**src/hw/rtl/ffd_pkg.sv**
```systemverilog
package ffd_pkg;

  localparam int FRAME_CAPACITY = 64;
  localparam int IDX_W = $clog2(FRAME_CAPACITY);
  localparam int LEN_W = $clog2(FRAME_CAPACITY + 1);
  localparam int QUEUE_DEPTH = 2;
  localparam int QPTR_W = $clog2(QUEUE_DEPTH);
  localparam int QCNT_W = $clog2(QUEUE_DEPTH + 1);

  localparam logic [7:0] END_BYTE_RST = 8'hFF;
  localparam logic [2:0] END_REPEAT_RST = 3'd3;
  localparam logic [2:0] RUN_MAX = 3'd7;

  localparam logic CFG_END_BYTE = 1'b0;
  localparam logic CFG_END_REPEAT = 1'b1;

  typedef enum logic [1:0] {
    K_STORED   = 2'd0,
    K_DISCARD  = 2'd1,
    K_OVERFLOW = 2'd2,
    K_FRAME    = 2'd3
  } kind_t;

  typedef struct packed {
    kind_t             kind;
    logic [LEN_W-1:0]  len;
    logic [31:0]       rx_count;
    logic [31:0]       frames_done;
    logic [31:0]       drops_done;
  } cmd_t;

  typedef struct packed {
    logic              en;
    logic [IDX_W-1:0]  addr;
    logic [7:0]        data;
  } mem_wr_t;

  typedef struct packed {
    logic frame_done;
  } back_stat_t;

endpackage

```
**src/hw/rtl/ffd_if.sv**
```systemverilog
interface ffd_in_if;
  logic       valid;
  logic       ready;
  logic [7:0] rx_byte;

  modport source (output valid, output rx_byte, input ready);
  modport sink (input valid, input rx_byte, output ready);
endinterface

interface ffd_out_if;
  logic        valid;
  logic        ready;
  logic [1:0]  kind;
  logic [7:0]  frame_byte;
  logic [5:0]  byte_index;
  logic [6:0]  frame_length;
  logic        last;
  logic [31:0] rx_count;
  logic [31:0] frames_done;
  logic [31:0] drops_done;

  modport source (output valid, output kind, output frame_byte, output byte_index,
                  output frame_length, output last, output rx_count,
                  output frames_done, output drops_done, input ready);
  modport sink (input valid, input kind, input frame_byte, input byte_index,
                input frame_length, input last, input rx_count,
                input frames_done, input drops_done, output ready);
endinterface

```
**src/hw/rtl/ffd_front.sv**
```systemverilog
module ffd_front import ffd_pkg::*; (
  input  logic       clk,
  input  logic       rst_n,
  ffd_in_if.sink     in_ch,
  input  logic       cfg_we,
  input  logic       cfg_index,
  input  logic [7:0] cfg_data,
  input  logic       q_full,
  output logic       q_push,
  output cmd_t       q_cmd,
  output mem_wr_t    mem_wr,
  input  back_stat_t stat
);

  localparam logic [LEN_W-1:0] FILL_FULL = LEN_W'(FRAME_CAPACITY);

  logic [7:0]       end_byte_r;
  logic [2:0]       end_repeat_r;
  logic [LEN_W-1:0] fill_r, fill_nxt;
  logic [2:0]       run_r, run_nxt;
  logic             dropping_r, dropping_nxt;
  logic             busy_r, busy_nxt;
  logic [31:0]      rx_r, rx_nxt;
  logic [31:0]      frm_r, frm_nxt;
  logic [31:0]      drp_r, drp_nxt;

  logic             accept;
  logic             is_end;
  logic [2:0]       target;
  logic [2:0]       run_inc;
  logic [LEN_W-1:0] fill_inc;

  assign in_ch.ready = !busy_r && !q_full;
  assign accept      = in_ch.valid && in_ch.ready;
  assign is_end      = (in_ch.rx_byte == end_byte_r);
  assign target      = (end_repeat_r == 3'd0) ? 3'd1 : end_repeat_r;
  assign run_inc     = !is_end ? 3'd0 : ((run_r == RUN_MAX) ? RUN_MAX : run_r + 3'd1);
  assign fill_inc    = fill_r + LEN_W'(1);

  always_comb begin
    fill_nxt     = fill_r;
    run_nxt      = run_r;
    dropping_nxt = dropping_r;
    busy_nxt     = busy_r && !stat.frame_done;
    rx_nxt       = rx_r;
    frm_nxt      = frm_r;
    drp_nxt      = drp_r;
    q_cmd.kind   = K_STORED;
    q_cmd.len    = fill_r;
    mem_wr.en    = 1'b0;
    mem_wr.addr  = fill_r[IDX_W-1:0];
    mem_wr.data  = in_ch.rx_byte;
    if (accept) begin
      rx_nxt = rx_r + 32'd1;
      if (dropping_r) begin
        q_cmd.kind = K_DISCARD;
        if (run_inc >= target) begin
          run_nxt      = 3'd0;
          dropping_nxt = 1'b0;
        end else begin
          run_nxt = run_inc;
        end
      end else if (fill_r == FILL_FULL) begin
        q_cmd.kind = K_OVERFLOW;
        q_cmd.len  = '0;
        fill_nxt   = '0;
        drp_nxt    = drp_r + 32'd1;
        if (is_end && target == 3'd1) begin
          run_nxt      = 3'd0;
          dropping_nxt = 1'b0;
        end else begin
          run_nxt      = is_end ? 3'd1 : 3'd0;
          dropping_nxt = 1'b1;
        end
      end else begin
        mem_wr.en = 1'b1;
        q_cmd.len = fill_inc;
        if (is_end && run_inc >= target) begin
          q_cmd.kind = K_FRAME;
          frm_nxt    = frm_r + 32'd1;
          fill_nxt   = '0;
          run_nxt    = 3'd0;
          busy_nxt   = 1'b1;
        end else begin
          fill_nxt = fill_inc;
          run_nxt  = run_inc;
        end
      end
    end
    q_cmd.rx_count    = rx_nxt;
    q_cmd.frames_done = frm_nxt;
    q_cmd.drops_done  = drp_nxt;
  end

  assign q_push = accept;

  always_ff @(posedge clk) begin
    if (!rst_n) begin
      end_byte_r   <= END_BYTE_RST;
      end_repeat_r <= END_REPEAT_RST;
      fill_r       <= '0;
      run_r        <= '0;
      dropping_r   <= 1'b0;
      busy_r       <= 1'b0;
      rx_r         <= '0;
      frm_r        <= '0;
      drp_r        <= '0;
    end else begin
      fill_r     <= fill_nxt;
      run_r      <= run_nxt;
      dropping_r <= dropping_nxt;
      busy_r     <= busy_nxt;
      rx_r       <= rx_nxt;
      frm_r      <= frm_nxt;
      drp_r      <= drp_nxt;
      if (cfg_we) begin
        case (cfg_index)
          CFG_END_BYTE:   end_byte_r <= cfg_data;
          CFG_END_REPEAT: end_repeat_r <= cfg_data[2:0];
          default:        end_byte_r <= end_byte_r;
        endcase
      end
    end
  end

`ifndef SYNTHESIS
  a_busy_blocks_input: assert property (@(posedge clk) disable iff (!rst_n)
    busy_r |-> !accept) else $error("byte accepted during frame emission");
  a_fill_bound: assert property (@(posedge clk) disable iff (!rst_n)
    fill_r <= FILL_FULL) else $error("fill level beyond capacity");
  a_drop_empty: assert property (@(posedge clk) disable iff (!rst_n)
    dropping_r |-> fill_r == '0) else $error("frame store not empty while dropping");
`endif

endmodule

```
**src/hw/rtl/ffd_queue.sv**
```systemverilog
module ffd_queue import ffd_pkg::*; (
  input  logic clk,
  input  logic rst_n,
  input  logic push,
  input  cmd_t push_cmd,
  output logic full,
  input  logic pop,
  output logic valid,
  output cmd_t pop_cmd
);

  cmd_t              slot_r [QUEUE_DEPTH];
  logic [QPTR_W-1:0] wr_ptr_r;
  logic [QPTR_W-1:0] rd_ptr_r;
  logic [QCNT_W-1:0] cnt_r;

  assign full    = (cnt_r == QCNT_W'(QUEUE_DEPTH));
  assign valid   = (cnt_r != '0);
  assign pop_cmd = slot_r[rd_ptr_r];

  always_ff @(posedge clk) begin
    if (push) begin
      slot_r[wr_ptr_r] <= push_cmd;
    end
  end

  always_ff @(posedge clk) begin
    if (!rst_n) begin
      wr_ptr_r <= '0;
      rd_ptr_r <= '0;
      cnt_r    <= '0;
    end else begin
      if (push) begin
        wr_ptr_r <= wr_ptr_r + QPTR_W'(1);
      end
      if (pop) begin
        rd_ptr_r <= rd_ptr_r + QPTR_W'(1);
      end
      case ({push, pop})
        2'b10:   cnt_r <= cnt_r + QCNT_W'(1);
        2'b01:   cnt_r <= cnt_r - QCNT_W'(1);
        default: cnt_r <= cnt_r;
      endcase
    end
  end

`ifndef SYNTHESIS
  a_no_overrun: assert property (@(posedge clk) disable iff (!rst_n)
    !(push && full)) else $error("command queue overrun");
`endif

endmodule

```
**src/hw/rtl/ffd_back.sv**
```systemverilog
module ffd_back import ffd_pkg::*; (
  input  logic       clk,
  input  logic       rst_n,
  input  logic       q_valid,
  input  cmd_t       q_cmd,
  output logic       q_pop,
  input  mem_wr_t    mem_wr,
  output back_stat_t stat,
  ffd_out_if.source  out_ch
);

  typedef enum logic [2:0] {
    B_IDLE = 3'b001,
    B_READ = 3'b010,
    B_SEND = 3'b100
  } bstate_t;

  bstate_t          st_r, st_nxt;
  cmd_t             cur_r;
  logic [IDX_W-1:0] idx_r, idx_nxt;
  logic [7:0]       store_r [FRAME_CAPACITY];
  logic [7:0]       rd_data_r;

  logic             out_valid_r;
  logic [1:0]       out_kind_r;
  logic [7:0]       out_byte_r;
  logic [5:0]       out_idx_r;
  logic [6:0]       out_len_r;
  logic             out_last_r;
  logic [31:0]      out_rx_r, out_frm_r, out_drp_r;

  logic             out_free;
  logic             is_last;
  logic             load_status;
  logic             load_byte;

  assign out_free    = !out_valid_r || out_ch.ready;
  assign is_last     = ({1'b0, idx_r} + LEN_W'(1)) == cur_r.len;
  assign load_status = (st_r == B_IDLE) && q_valid && (q_cmd.kind != K_FRAME) && out_free;
  assign load_byte   = (st_r == B_SEND) && out_free;
  assign q_pop       = (st_r == B_IDLE) && q_valid && ((q_cmd.kind == K_FRAME) || out_free);
  assign stat.frame_done = load_byte && is_last;

  always_comb begin
    st_nxt  = st_r;
    idx_nxt = idx_r;
    case (st_r)
      B_IDLE: begin
        if (q_valid && q_cmd.kind == K_FRAME) begin
          st_nxt  = B_READ;
          idx_nxt = '0;
        end
      end
      B_READ: st_nxt = B_SEND;
      B_SEND: begin
        if (out_free) begin
          if (is_last) begin
            st_nxt = B_IDLE;
          end else begin
            st_nxt  = B_READ;
            idx_nxt = idx_r + IDX_W'(1);
          end
        end
      end
      default: st_nxt = B_IDLE;
    endcase
  end

  always_ff @(posedge clk) begin
    if (mem_wr.en) begin
      store_r[mem_wr.addr] <= mem_wr.data;
    end
    rd_data_r <= store_r[idx_r];
  end

  always_ff @(posedge clk) begin
    if (q_pop) begin
      cur_r <= q_cmd;
    end
    idx_r <= idx_nxt;
    if (load_status) begin
      out_kind_r <= q_cmd.kind;
      out_byte_r <= '0;
      out_idx_r  <= '0;
      out_len_r  <= q_cmd.len;
      out_last_r <= 1'b1;
      out_rx_r   <= q_cmd.rx_count;
      out_frm_r  <= q_cmd.frames_done;
      out_drp_r  <= q_cmd.drops_done;
    end else if (load_byte) begin
      out_kind_r <= K_FRAME;
      out_byte_r <= rd_data_r;
      out_idx_r  <= idx_r;
      out_len_r  <= cur_r.len;
      out_last_r <= is_last;
      out_rx_r   <= cur_r.rx_count;
      out_frm_r  <= cur_r.frames_done;
      out_drp_r  <= cur_r.drops_done;
    end
  end

  always_ff @(posedge clk) begin
    if (!rst_n) begin
      st_r        <= B_IDLE;
      out_valid_r <= 1'b0;
    end else begin
      st_r <= st_nxt;
      if (load_status || load_byte) begin
        out_valid_r <= 1'b1;
      end else if (out_ch.ready) begin
        out_valid_r <= 1'b0;
      end
    end
  end

  assign out_ch.valid        = out_valid_r;
  assign out_ch.kind         = out_kind_r;
  assign out_ch.frame_byte   = out_byte_r;
  assign out_ch.byte_index   = out_idx_r;
  assign out_ch.frame_length = out_len_r;
  assign out_ch.last         = out_last_r;
  assign out_ch.rx_count     = out_rx_r;
  assign out_ch.frames_done  = out_frm_r;
  assign out_ch.drops_done   = out_drp_r;

`ifndef SYNTHESIS
  a_idx_in_frame: assert property (@(posedge clk) disable iff (!rst_n)
    st_r != B_IDLE |-> {1'b0, idx_r} < cur_r.len)
    else $error("emission index outside frame");
`endif

endmodule

```
**src/hw/rtl/triple_ff_frame_deframer.sv**
```systemverilog
// terminator-delimited frame deframer
// in_ch carries one received byte per transaction (valid/ready). every byte
// gives one status result on out_ch, except the byte that completes a
// terminator run (end_repeat copies of end_byte, reset 3 x 0xff): that byte
// releases the whole stored frame, one result per stored byte with index,
// frame length and last set on the final byte.
// cfg_we/cfg_index/cfg_data write end_byte (index 0) or end_repeat (index 1);
// write only while the block is idle.
// a status result is registered in the command queue and then in the output
// register; each byte of a released frame is also read from the frame store.
// throughput: one byte per cycle while only status results are produced and
// out_ch ready stays high, with a 2-entry command queue; a completed frame is
// read back from the frame store byte by byte (read, then send), and
// in_ch ready stays low until its last byte has been loaded for output.
// reset (rst_n low, synchronous) sets the frame store fill level to zero, clears the
// counters and restores end_byte and end_repeat to their defaults.
// when the receiver stalls, the output register holds its result, the queue
// fills and in_ch ready drops; nothing is lost.
module triple_ff_frame_deframer import ffd_pkg::*; (
  input  logic       clk,
  input  logic       rst_n,
  ffd_in_if.sink     in_ch,
  ffd_out_if.source  out_ch,
  input  logic       cfg_we,
  input  logic       cfg_index,
  input  logic [7:0] cfg_data
);

  logic       q_push;
  logic       q_full;
  logic       q_pop;
  logic       q_valid;
  cmd_t       push_cmd;
  cmd_t       pop_cmd;
  mem_wr_t    mem_wr;
  back_stat_t stat;

  ffd_front u_front (
    .clk       (clk),
    .rst_n     (rst_n),
    .in_ch     (in_ch),
    .cfg_we    (cfg_we),
    .cfg_index (cfg_index),
    .cfg_data  (cfg_data),
    .q_full    (q_full),
    .q_push    (q_push),
    .q_cmd     (push_cmd),
    .mem_wr    (mem_wr),
    .stat      (stat)
  );

  ffd_queue u_queue (
    .clk      (clk),
    .rst_n    (rst_n),
    .push     (q_push),
    .push_cmd (push_cmd),
    .full     (q_full),
    .pop      (q_pop),
    .valid    (q_valid),
    .pop_cmd  (pop_cmd)
  );

  ffd_back u_back (
    .clk     (clk),
    .rst_n   (rst_n),
    .q_valid (q_valid),
    .q_cmd   (pop_cmd),
    .q_pop   (q_pop),
    .mem_wr  (mem_wr),
    .stat    (stat),
    .out_ch  (out_ch)
  );

endmodule
```
**src/flat_wrapper.sv**
```systemverilog
// flat-port wrapper written by rule: the top's interface ports become plain ports
module triple_ff_frame_deframer_flat import ffd_pkg::*;
  (clk, rst_n, cfg_we, cfg_index, cfg_data, in_ch_valid, in_ch_rx_byte, in_ch_ready, out_ch_valid, out_ch_kind, out_ch_frame_byte, out_ch_byte_index, out_ch_frame_length, out_ch_last, out_ch_rx_count, out_ch_frames_done, out_ch_drops_done, out_ch_ready);
  ffd_in_if in_ch_i ();
  ffd_out_if out_ch_i ();
  input  logic clk;
  input  logic rst_n;
  input  logic cfg_we;
  input  logic cfg_index;
  input  logic [7:0] cfg_data;
  input wire logic [$bits(in_ch_i.valid)-1:0] in_ch_valid;
  input wire logic [$bits(in_ch_i.rx_byte)-1:0] in_ch_rx_byte;
  output wire logic [$bits(in_ch_i.ready)-1:0] in_ch_ready;
  output wire logic [$bits(out_ch_i.valid)-1:0] out_ch_valid;
  output wire logic [$bits(out_ch_i.kind)-1:0] out_ch_kind;
  output wire logic [$bits(out_ch_i.frame_byte)-1:0] out_ch_frame_byte;
  output wire logic [$bits(out_ch_i.byte_index)-1:0] out_ch_byte_index;
  output wire logic [$bits(out_ch_i.frame_length)-1:0] out_ch_frame_length;
  output wire logic [$bits(out_ch_i.last)-1:0] out_ch_last;
  output wire logic [$bits(out_ch_i.rx_count)-1:0] out_ch_rx_count;
  output wire logic [$bits(out_ch_i.frames_done)-1:0] out_ch_frames_done;
  output wire logic [$bits(out_ch_i.drops_done)-1:0] out_ch_drops_done;
  input wire logic [$bits(out_ch_i.ready)-1:0] out_ch_ready;
  assign in_ch_i.valid = in_ch_valid;
  assign in_ch_i.rx_byte = in_ch_rx_byte;
  assign in_ch_ready = in_ch_i.ready;
  assign out_ch_valid = out_ch_i.valid;
  assign out_ch_kind = out_ch_i.kind;
  assign out_ch_frame_byte = out_ch_i.frame_byte;
  assign out_ch_byte_index = out_ch_i.byte_index;
  assign out_ch_frame_length = out_ch_i.frame_length;
  assign out_ch_last = out_ch_i.last;
  assign out_ch_rx_count = out_ch_i.rx_count;
  assign out_ch_frames_done = out_ch_i.frames_done;
  assign out_ch_drops_done = out_ch_i.drops_done;
  assign out_ch_i.ready = out_ch_ready;
  triple_ff_frame_deframer u_core (.clk(clk), .rst_n(rst_n), .in_ch(in_ch_i), .out_ch(out_ch_i), .cfg_we(cfg_we), .cfg_index(cfg_index), .cfg_data(cfg_data));
endmodule
```
**config.mk**
```make
export PLATFORM = sky130hd
export DESIGN_NAME = triple_ff_frame_deframer_flat
export DESIGN_NICKNAME = d
export VERILOG_FILES = /design/src/hw/rtl/ffd_pkg.sv /design/src/hw/rtl/ffd_if.sv /design/src/hw/rtl/ffd_front.sv /design/src/hw/rtl/ffd_queue.sv /design/src/hw/rtl/ffd_back.sv /design/src/hw/rtl/triple_ff_frame_deframer.sv /design/src/flat_wrapper.sv
export SDC_FILE = /design/constraint.sdc
export NUM_CORES = 1
export LEC_CHECK = 0
export BUFFER_PORTS_ARGS = -buffer_cell sky130_fd_sc_hd__buf_4
export CAP_MARGIN = 0
export CORE_AREA = 2 2 329 331
export DETAILED_ROUTE_END_ITERATION = 7
export DIE_AREA = 0 0 331 333
export GPL_ROUTABILITY_DRIVEN = 0
export PLACE_DENSITY_LB_ADDON = 0.3
export SLEW_MARGIN = 25
export SYNTH_ARGS = -nofsm -noshare
export SYNTH_HDL_FRONTEND = slang
export SYNTH_SLANG_ARGS = --single-unit
```
**constraint.sdc**
```tcl
create_clock -name clk -period 10.3 [get_ports clk]
set_clock_uncertainty 0.15 [all_clocks]
set_input_delay 1.03 -clock clk [delete_from_list [all_inputs] [get_ports clk]]
set_output_delay 1.03 -clock clk [all_outputs]
set_load 0.01 [all_outputs]
```
### Word level (Yosys, flattened, before mapping)

Memory sizes are Yosys's and may differ from the RTL's. A register that Yosys moved wholly into a read port is not among the register bits.
Index checks and enable logic that the tools add are counted.

| operators by class | value |
|---|---|
| bitwise gates (word level) | 2 |
| reductions and logical operators | 30 |
| $lt $le $gt $ge | 1 |
| muxes and demuxes | 62 |
| equal/unequal tests | 16 |
| add/subtract/negate cells | 11 |

Operators by type and width:

| operator | number |
|---|---|
| $mux W32 | 14 |
| $add A32 B1 Y32 const B | 3 |
| $mux W7 | 5 |
| $mux W3 | 9 |
| $mux W1 | 21 |
| $mux W6 | 3 |
| $mux W9 | 2 |
| $logic_and A1 B1 Y1 | 12 |
| $pmux W6 S2 | 1 |
| $mux W2 | 5 |
| $reduce_bool A2 Y1 | 5 |
| $pmux W3 S3 | 1 |
| $eq A8 B8 Y1 | 1 |
| $reduce_and A2 Y1 | 4 |
| $add A6 B1 Y7 const B | 1 |
| $add A7 B1 Y7 const B | 1 |
| $eq A7 B7 Y1 | 1 |
| $eq A7 B7 Y1 const B | 1 |
| $add A6 B1 Y6 const B | 1 |
| $eq A2 B2 Y1 const B | 3 |
| $eq A3 B1 Y1 const B | 2 |
| $eq A3 B3 Y1 const B | 2 |
| $ne A2 B2 Y1 const B | 3 |
| $logic_not A1 Y1 | 4 |
| 13 further kinds | 17 |

| word-level totals | value |
|---|---|
| register bits after elaboration | 356 |
| bits of input ports | 22 |
| bits in writable memories | 722 |
| memories | 2 |
| logic and storage cells | 151 |

Memories:

| memory | depth | bits a word | read ports | clocked after memory_dff | wr ports | RTL line | text |
|---|---|---|---|---|---|---|---|
| u_core.u_back.store_r | 64 | 8 | 1 | 1 | 1 | ffd_back.sv:21 | `logic [7:0] store_r [FRAME_CAPACITY];` |
| u_core.u_queue.slot_r | 2 | 105 | 1 | 1 | 1 | ffd_queue.sv:12 | `cmd_t slot_r [QUEUE_DEPTH];` |

### Logic depth before layout (Yosys ltp)

Gate-level depths: netlist of the first run.

| logic depth | value |
|---|---|
| depth in word-level cells | 10 |
| mapped depth | 14 |
| depth with buffers taken out | 11 |

### Hierarchy

Synthesis of the first run repeated with hierarchy kept, for this count alone.

| second synthesis, totals | value |
|---|---|
| cells, all modules | 2768 |
| area, all modules | 43337.8 µm² |

By module, submodules not included:

| module | times used | area each (µm²) | cells each |
|---|---|---|---|
| ffd_back | 1 | 28771.3 | 1610 |
| ffd_queue | 1 | 7992.7 | 349 |
| ffd_front | 1 | 6573.8 | 809 |

### Least setup slack after synthesis of the first run

OpenSTA, ideal clock, no wires.

| path | value |
|---|---|
| path type | in2reg |
| from | input out_ch_ready |
| to | register u_core.u_queue.cnt_r[1] |
| slack | 2.518 ns |
| data arrival time | 7.560 ns |
| setup time | 0.072 ns |
| cell stages on the path | 5 |
| cell sequence | nor2b_1 > a21oi_1 > ha_1 > or3_1 > a21oi_1 |

| on the way | value |
|---|---|
| cells in the longest elaborated chain, start to end | 5 |
| elaborated cells on any way between the ends | 7 |
| classes of those cells | eq/ne: 2; mux: 1; reduce/logical: 4 |

RTL lines:

| item | RTL line | text |
|---|---|---|
| start: declaration | flat_wrapper.sv:23 | `input wire logic [$bits(out_ch_i.ready)-1:0] out_ch_ready;` |
| $logic_or A1 B1 Y1 (*) | ffd_back.sv:37 | `assign out_free = !out_valid_r \|\| out_ch.ready;` |
| $logic_or A1 B1 Y1 (*) | ffd_back.sv:41 | `assign q_pop = (st_r == B_IDLE) && q_valid && ((q_cmd.kind == K_FRAME) \|\| out_free);` |
| $logic_and A1 B1 Y1 (*) | ffd_back.sv:41 |  |
| net u_core.q_pop | triple_ff_frame_deframer.sv:31 | `logic q_pop;` |
| $eq A2 B1 Y1 / $eq A2 B2 Y1 (equally long branches) | ffd_queue.sv:39 | `case ({push, pop})` |
| $pmux W2 S2 / $reduce_bool A2 Y1 (equally long branches) | n/a |  |
| end signal: assignment | ffd_queue.sv:40 | `2'b10: cnt_r <= cnt_r + QCNT_W'(1);` |
| end signal: assignment | ffd_queue.sv:41 | `2'b01: cnt_r <= cnt_r - QCNT_W'(1);` |
| end signal: assignment | ffd_queue.sv:42 | `default: cnt_r <= cnt_r;` |
| end: declaration | ffd_queue.sv:15 | `logic [QCNT_W-1:0] cnt_r;` |

The timed path passes the listed nets; every way through them passes the cells marked *.
A chain may end at the register's enable or synchronous reset.

==> impl_metrics.tcl, run 1 <==
set metrics [dict create \
    outcome "finished clean" \
    synthCells 2456 \
    synthesis.nets 2488 \
    vias_per_cell 5.30 \
    synthFlopType "edfxtp_1" \
    cp_slowest_cell "o211a_1" \
    placed_area_sq_um 45000 \
    swShare 0.254 \
    die_x_um 331 \
    hpwl_um 56200 \
    cp-startpoint "in_ch_rx_byte[4]" \
    drcViolationCount 0 \
    synth-compound-area-share 0.0265 \
    tns_ns 0 \
    max_freq_ghz 0.212 \
    crit_path_max_fanout 65 \
    yosysTopAreaCellShare 0.663 \
    antenna_found_initial 3 \
    drive_gt1_frac 0.257 \
    r2r-start "u_core.u_front.end_byte_r[6]" \
    hold_class "reg -> reg" \
    syn-cell-area_sq_um 42400 \
    syn2layout_area_growth_pct 14.5 \
    synth_fa_ha_area_frac 0.00295 \
    max_stage_delay_ns 0.64 \
    synth_xor_area_frac 0.0235 \
    drv_cap 0 \
    fin_crit_sh 0.458 \
    syn_avg_cell_area_sq_um 17.3 \
    overflow 0 \
    layout_commonest_cell "edfxtp_1" \
    power.switching_mw 2.93 \
    first_pass_iters 7 \
    seq_power_share 0.500 \
    slew_viol_final 0 \
    synth-edff-count 936 \
    core_sq_um 107000 \
    p_int_mw 8.59 \
    whs_ns 0.293 \
    postCtsHoldBufs 0 \
    start_util 0.398 \
    vias 21900 \
    endpoint_kind "flip-flop" \
    cts_buffers 108 \
    ys_async_sr_fraction 0 \
    synth.yosys.seq_area_share 0.735 \
    min_from "u_core.u_back.rd_data_r[1]" \
    numPortBuffers 143 \
    power_density_nw_per_um2 237 \
    grt_usage 0.162 \
    path_class "in -> reg" \
    setup_viol 0 \
    grt_pass1_vias 21800 \
    clock_path_buffers 3 \
    synth_top_family_by_area "multiplexers" \
    drt-total-wl_um 89700 \
    nets 2655 \
    combPwrFrac 0.166 \
    rsz0062_at_grt "no" \
    finalWorstPathRequiredPeriod_ns 4.72 \
    most-common-layout-cells "edfxtp_1, mux2_2, buf_4, dfxtp_1, nand2_1" \
    yosys.area_share.simple 0.0744 \
    clockPowerShare 0.334 \
    wl_per_cell_um 21.8 \
    timing.final.ws_setup_ns 5.58 \
    io_pins 144 \
    ys_seq_elements 1087 \
    rows 120 \
    vdd_ir_drop_max_mv 0.169 \
    die_area_sq_um 110000 \
    worst_ep_required_time_ns 10.55 \
    post_cts_buffers 0 \
    crit_top_cell "nand2_1" \
    hold_viol_final 0 \
    relSlewSlack 0.311 \
    drt_iter0_drc 2077 \
    critPathTopFamily "simple AND/OR/NAND/NOR gates" \
    clock_sinks 1087 \
    root_buffer "clkbuf_16" \
    yosys_warnings 0 \
    ctsHtreeMaxLevel 3 \
    path_buf_inv 1 \
    post_cts_resized 0 \
    synth_cell_type_count 70 \
    tightest_slew_ns 1.03 \
    p_leak_nw 16.1 \
    synth_top_area_cell "edfxtp_1" \
    synth.area.mux_share 0.125 \
    startpoint_type "input port" \
    yosys-top-cells-area "edfxtp_1, dfxtp_1, mux4_2" \
    cts_tree "yes" \
    path_clk_slew_ns 0.06 \
    ant_nets 0 \
    cp_cell_sequence "buf_4, xor2_1, nor4_4, nand2_1, a21o_1, ha_1, nand3b_1, and3_1, o211a_1, nand4_1, o21ai_0, nand2_1" \
    fp.dieH_um 333 \
    pre_cts_slack_ns 4.85 \
    clk_latency_ns 0.68 \
    grt_pass1_wl_um 136000 \
    stdcell_area_sq_um 48500 \
    grt_max_degree 94 \
    cp_data_arrival_time_ns 4.97 \
]
-- per-layer routing --
layer  GRT usage  up-vias  wire [um]
met2       0.252      692      41700
met1       0.230    11200      39800
met4      0.0463        0       2070
met3      0.0336      141       6130
li1            -     9875          -
met5           0        -          0
-- sequential cells by signal, summed over array words and instances (netlist names), 2 cells and up, named ones only --
signal	count
u_core.u_queue.slot_r	210
u_core.u_back.out_ch.frame_byte	8
u_core.u_back.store_r	512
u_core.u_back.out_ch.frame_length	7
u_core.u_front.drp_r	32
u_core.u_back.rd_data_r	8
u_core.u_back.idx_r	6
u_core.u_front.end_byte_r	8
u_core.u_back.out_ch.frames_done	32
u_core.u_queue.cnt_r	2
u_core.u_back.cur_r	103
u_core.u_front.end_repeat_r	3
u_core.u_back.out_ch.kind	2
u_core.u_front.rx_r	32
u_core.u_back.st_r	3
u_core.u_front.run_r	3
u_core.u_front.frm_r	32
u_core.u_back.out_ch.drops_done	32
u_core.u_back.out_ch.byte_index	6
u_core.u_front.fill_r	7
u_core.u_back.out_ch.rx_count	32
-- cell type report --
cell class,count,area (sq um)
timing repair buffer,168,1270
inverter,16,60.1
multi-input combinational,1242,10700
clock buffer,141,2990
fill,9032,58100
clock inverter,65,553
antenna,2,5.00
tap,1403,1760
sequential,1087,31100
-- worst min-delay path, cell delays in order, from the launching register on --
cell	delay, ns
dfxtp_1	0.30
nand2_1	0.05
a21oi_1	0.05
-- synth_stat cells (all sizes together) (38+ instances only) --
| cell | number |
|---|---|
| clkbuf | 62 |
| nand3 | 82 |
| nand2 | 126 |
| a22oi | 38 |
| nor2 | 120 |
| and2 | 98 |
| mux4 | 124 |
| a21oi | 48 |
| xnor2 | 54 |
| edfxtp | 936 |
| xor2 | 57 |
| mux2 | 212 |
| dfxtp | 151 |
| buf | 49 |
-- per-stage QoR --
stage	util	power, mW	std cells
CTS	0.455	11.7	4122
finish	0.455	11.5	4124
floorplan	-	7.06	2456
detailed placement	0.422	7.80	3916
global placement	0.422	7.75	3916
global route	0.455	12.0	4124
-- logic make-up after synthesis --
family / Yosys count
compound gates: 175
xor+xnor: 112
fa+ha+maj: 10
buf+inv: 127
flops: 1087
mux: 349
simple gates: 596
-- path summary, 6_finish.rpt --
kind | depth (start not counted) | slack [ns] | to
setup / recovery | 12 | 5.58 | u_core.u_queue.slot_r[0][54]
hold / removal | 2 | 0.29 | u_core.u_back.out_ch.frame_byte[1]
setup reg to reg | 11 | 6.23 | u_core.u_queue.slot_r[0][54]
hold reg to reg | 2 | 0.29 | u_core.u_back.out_ch.frame_byte[1]
-- power groups by stage --
stage	Sequential, mW	Combinational, mW	Clock (mW)
CTS	5.76	1.96	3.94
global route	5.81	2.09	4.10
detailed placement	5.86	1.94	0
global placement	5.84	1.92	0
floorplan	5.94	1.13	0
finish	5.75	1.91	3.85
(Power assumes the default switching activity.)
==> run 2: changes to the inputs <==
--- a/config.mk
+++ b/config.mk
@@ -5,11 +5,12 @@
 export SDC_FILE = /design/constraint.sdc
 export NUM_CORES = 1
 export LEC_CHECK = 0
+export ABC_AREA = 1
 export BUFFER_PORTS_ARGS = -buffer_cell sky130_fd_sc_hd__buf_4
 export CAP_MARGIN = 0
-export CORE_AREA = 2 2 329 331
+export CORE_AREA = 2 2 334 336
 export DETAILED_ROUTE_END_ITERATION = 7
-export DIE_AREA = 0 0 331 333
+export DIE_AREA = 0 0 336 338
 export GPL_ROUTABILITY_DRIVEN = 0
 export PLACE_DENSITY_LB_ADDON = 0.3
 export SLEW_MARGIN = 25
==> constraint.sdc (replaced) <==
create_clock -name clk -period 3.8 [get_ports clk]
set_clock_uncertainty 0.15 [all_clocks]
set_input_delay 0.38 -clock clk [delete_from_list [all_inputs] [get_ports clk]]
set_output_delay 0.38 -clock clk [all_outputs]
set_load 0.01 [all_outputs]
==> run 2 against run 1 <==
Via count increased by 29%; setup slack got worse by 5.2 ns; die area increased by 3.0%; clock power increased to 2.8 times the previous value; global-route usage increased by 2.9 points; sequential cell count unchanged; synthesized cell count increased by 50%; critical endpoint is now u_core.u_queue.slot_r[1][42]; largest cell class unchanged.
==> impl_metrics.tcl, run 2 <==
set metrics [dict create \
    syn2layout_area_growth_pct 16.2 \
    r2r-end "u_core.u_queue.slot_r[1][42]" \
    core_sq_um 110000 \
    vdd_ir_drop_max_mv 0.441 \
    path_buf_inv 9 \
    whs_path_depth 3 \
    clock_sinks 1087 \
    vias 28300 \
    start_util 0.397 \
    critPathTopFamily "buffers and inverters" \
    rsz0062_at_grt "no" \
    cts_tree "yes" \
    holdPathEnd "u_core.u_front.end_byte_r[1]" \
    path_clk_slew_ns 0.06 \
    top_regs "u_core.u_back.store_r: 512 flops, u_core.u_queue.slot_r: 210 flops, u_core.u_back.cur_r: 103 flops" \
    max_freq_ghz 0.294 \
    path_class "in -> reg" \
    wl_per_cell_um 20.1 \
    slew_viol_final 0 \
    ys_async_sr_fraction 0 \
    synthesis.nets 3719 \
    grt_max_degree 152 \
    post_cts_resized 0 \
    most-common-layout-cells "edfxtp_1, nand2_1, nor2_1, o21ai_0, buf_4" \
    synth-edff-count 936 \
    ant_nets 0 \
    ys_seq_elements 1087 \
    hold_class "in -> reg" \
    clock_path_buffers 3 \
    layout_commonest_cell "edfxtp_1" \
    largest_reg_flops 512 \
    crit_top_cell "nand2_1" \
    cp_num_cells 24 \
    crit_path_max_fanout 11 \
    rr_worst_depth 20 \
    syn_avg_cell_area_sq_um 11.8 \
    synth.yosys.seq_area_share 0.713 \
    p_leak_nw 18.5 \
    tightest_slew_ns 0.963 \
    rows 122 \
    nets 3947 \
    max_stage_delay_ns 0.53 \
    drt_iter0_drc 2900 \
    power_density_nw_per_um2 650 \
    cp-startpoint "in_ch_rx_byte[5]" \
    grt_pass1_vias 26900 \
    r2r_setup_slack_ns 0.50 \
    clk_latency_ns 0.70 \
    cts_buffers 108 \
    finalWorstPathRequiredPeriod_ns 3.40 \
    synth_cell_type_count 47 \
    synthFlopType "edfxtp_1" \
    fillers 9993 \
    min_from "cfg_index" \
    root_buffer "clkbuf_16" \
    num_antenna_cells 0 \
    yosys-top-cells-area "edfxtp_1, dfxtp_1, nand2_1" \
    antenna_found_initial 3 \
    grt_usage 0.191 \
    ctsHtreeMaxLevel 3 \
    relSlewSlack 0.358 \
    fp.dieH_um 338 \
    synth_top_area_cell "edfxtp_1" \
    endpoint_kind "flip-flop" \
    outcome "finished clean" \
    synth_most_common_cell "edfxtp_1" \
    drt-total-wl_um 110000 \
    synthCells 3687 \
    cp_cell_sequence "dlygate4sd3_1, buf_4, inv_1, nand2_1, nand2_1, nand2_1, nor2_1, nand2_1, inv_1, buf_4, o21ai_0, inv_1, ha_1, o21ai_0, inv_1, nand2_1, nand2_2, nand3_4, clkinv_2, nand2_1, nor2_1, nand2_1, nand2_1, inv_1" \
    first_pass_iters 5 \
    synth_common_cells "edfxtp_1, nand2_1, nor2_1" \
    cp_slowest_cell "dlygate4sd3_1" \
    overflow 0 \
    drv_cap 0 \
    cp_data_arrival_time_ns 3.70 \
    drcViolationCount 0 \
    fin_crit_sh 0.894 \
    worst_ep_required_time_ns 4.10 \
    setup_viol 0 \
    grt_pass1_wl_um 165000 \
    layout.cells.non_filler 5493 \
    die_area_sq_um 114000 \
    yosysTopAreaCellShare 0.643 \
    tns_ns 0 \
    drive_gt1_frac 0.147 \
    io_pins 144 \
    startpoint_type "input port" \
    yosys_warnings 0 \
    numPortBuffers 143 \
    r2r-start "u_core.u_front.end_byte_r[6]" \
    regMostFlops "u_core.u_back.store_r" \
    syn-cell-area_sq_um 43700 \
    hpwl_um 69600 \
    die_x_um 336 \
    dp.cells 5281 \
    finish.utilization 0.461 \
    hold_viol_final 0 \
    vias_per_cell 5.15 \
]
==> run 2: report_power, final <==
group	internal, mW	switching, mW	leakage [nW]
Sequential	15.3	0.561	9.91
Clock	6.07	4.57	1.71
Combinational	2.17	4.27	6.87
Total	23.6	9.40	18.5
==> run 2: metrics by stage <==
stage               hold WS [ns]  cell area, sq um  power, mW  setup slack (ns)
floorplan                  0.276             43700       19.7            -0.493
global placement           0.275             47100       22.6             0.322
detailed placement         0.310             47100       22.6             0.317
CTS                      0.00135             50700       33.3             0.468
global route              0.0167             50800       34.3             0.118
finish                   0.00371             50800       33.0             0.402
==> run 2: cells by family (layout without fill, tap and decap cells) <==
kind of cell / after synthesis / count (layout) / synth area share
AO/OA/AOI/OAI: 589 / 589 / 0.0749
XOR/XNOR: 60 / 60 / 0.0120
adder cells (fa/ha/maj): 10 / 10 / 0.00286
buffers and inverters: 427 / 745 / 0.0381
flip-flops: 1087 / 1087 / 0.713
multiplexers: 105 / 105 / 0.0270
AND/OR/NAND/NOR: 1409 / 1409 / 0.132
==> run 2: cell type report <==
cell class | count | area, sq um | area share
flip-flops and latches | 1087 | 31100 | 0.613
multi-input cells | 2173 | 10900 | 0.215
clock buffers | 141 | 2860 | 0.0563
repair buffers | 292 | 2360 | 0.0465
well taps | 1488 | 1860 | 0.0367
inverters | 253 | 967 | 0.0191
clock inverters | 59 | 647 | 0.0127
==> run 2: worst register-to-register path, cell delays in order, from the launching register on <==
cell and delay (ns):
dfxtp_1 0.32, xnor2_1 0.16, nand2_1 0.06, nor2_1 0.18, nand2_1 0.27, inv_1 0.15
buf_4 0.20, o21ai_0 0.10, inv_1 0.09, ha_1 0.14, o21ai_0 0.07, inv_1 0.06
nand2_1 0.06, nand2_2 0.20, nand3_4 0.18, clkinv_2 0.18, nand2_1 0.11, nor2_1 0.18
nand2_1 0.07, nand2_1 0.09, inv_1 0.05
==> run 2: worst max-delay path by stage <==
stage | to | slack (ns)
floorplan | u_core.u_queue.slot_r[1][0] | -0.49
global placement | u_core.u_queue.slot_r[0][58] | 0.32
detailed placement | u_core.u_queue.slot_r[0][42] | 0.32
CTS | u_core.u_queue.slot_r[0][58] | 0.47
global route | u_core.u_queue.slot_r[1][42] | 0.12
finish | u_core.u_queue.slot_r[1][42] | 0.40
==> run 2: what timing repair did <==
| item | 4_1_cts | 5_1_grt |
|---|---|---|
| endpoints found under the hold margin | 22 | 0 |
| setup buffers | 0 | 0 |
| hold buffers | 12 | 0 |
==> run 2: routing by layer <==
layer	vias up	wire, um	global-route usage
met5	-	0	0
met4	0	2740	0.0570
met3	159	6760	0.0281
met2	867	50800	0.302
met1	13900	49900	0.274
li1	13400	-	-
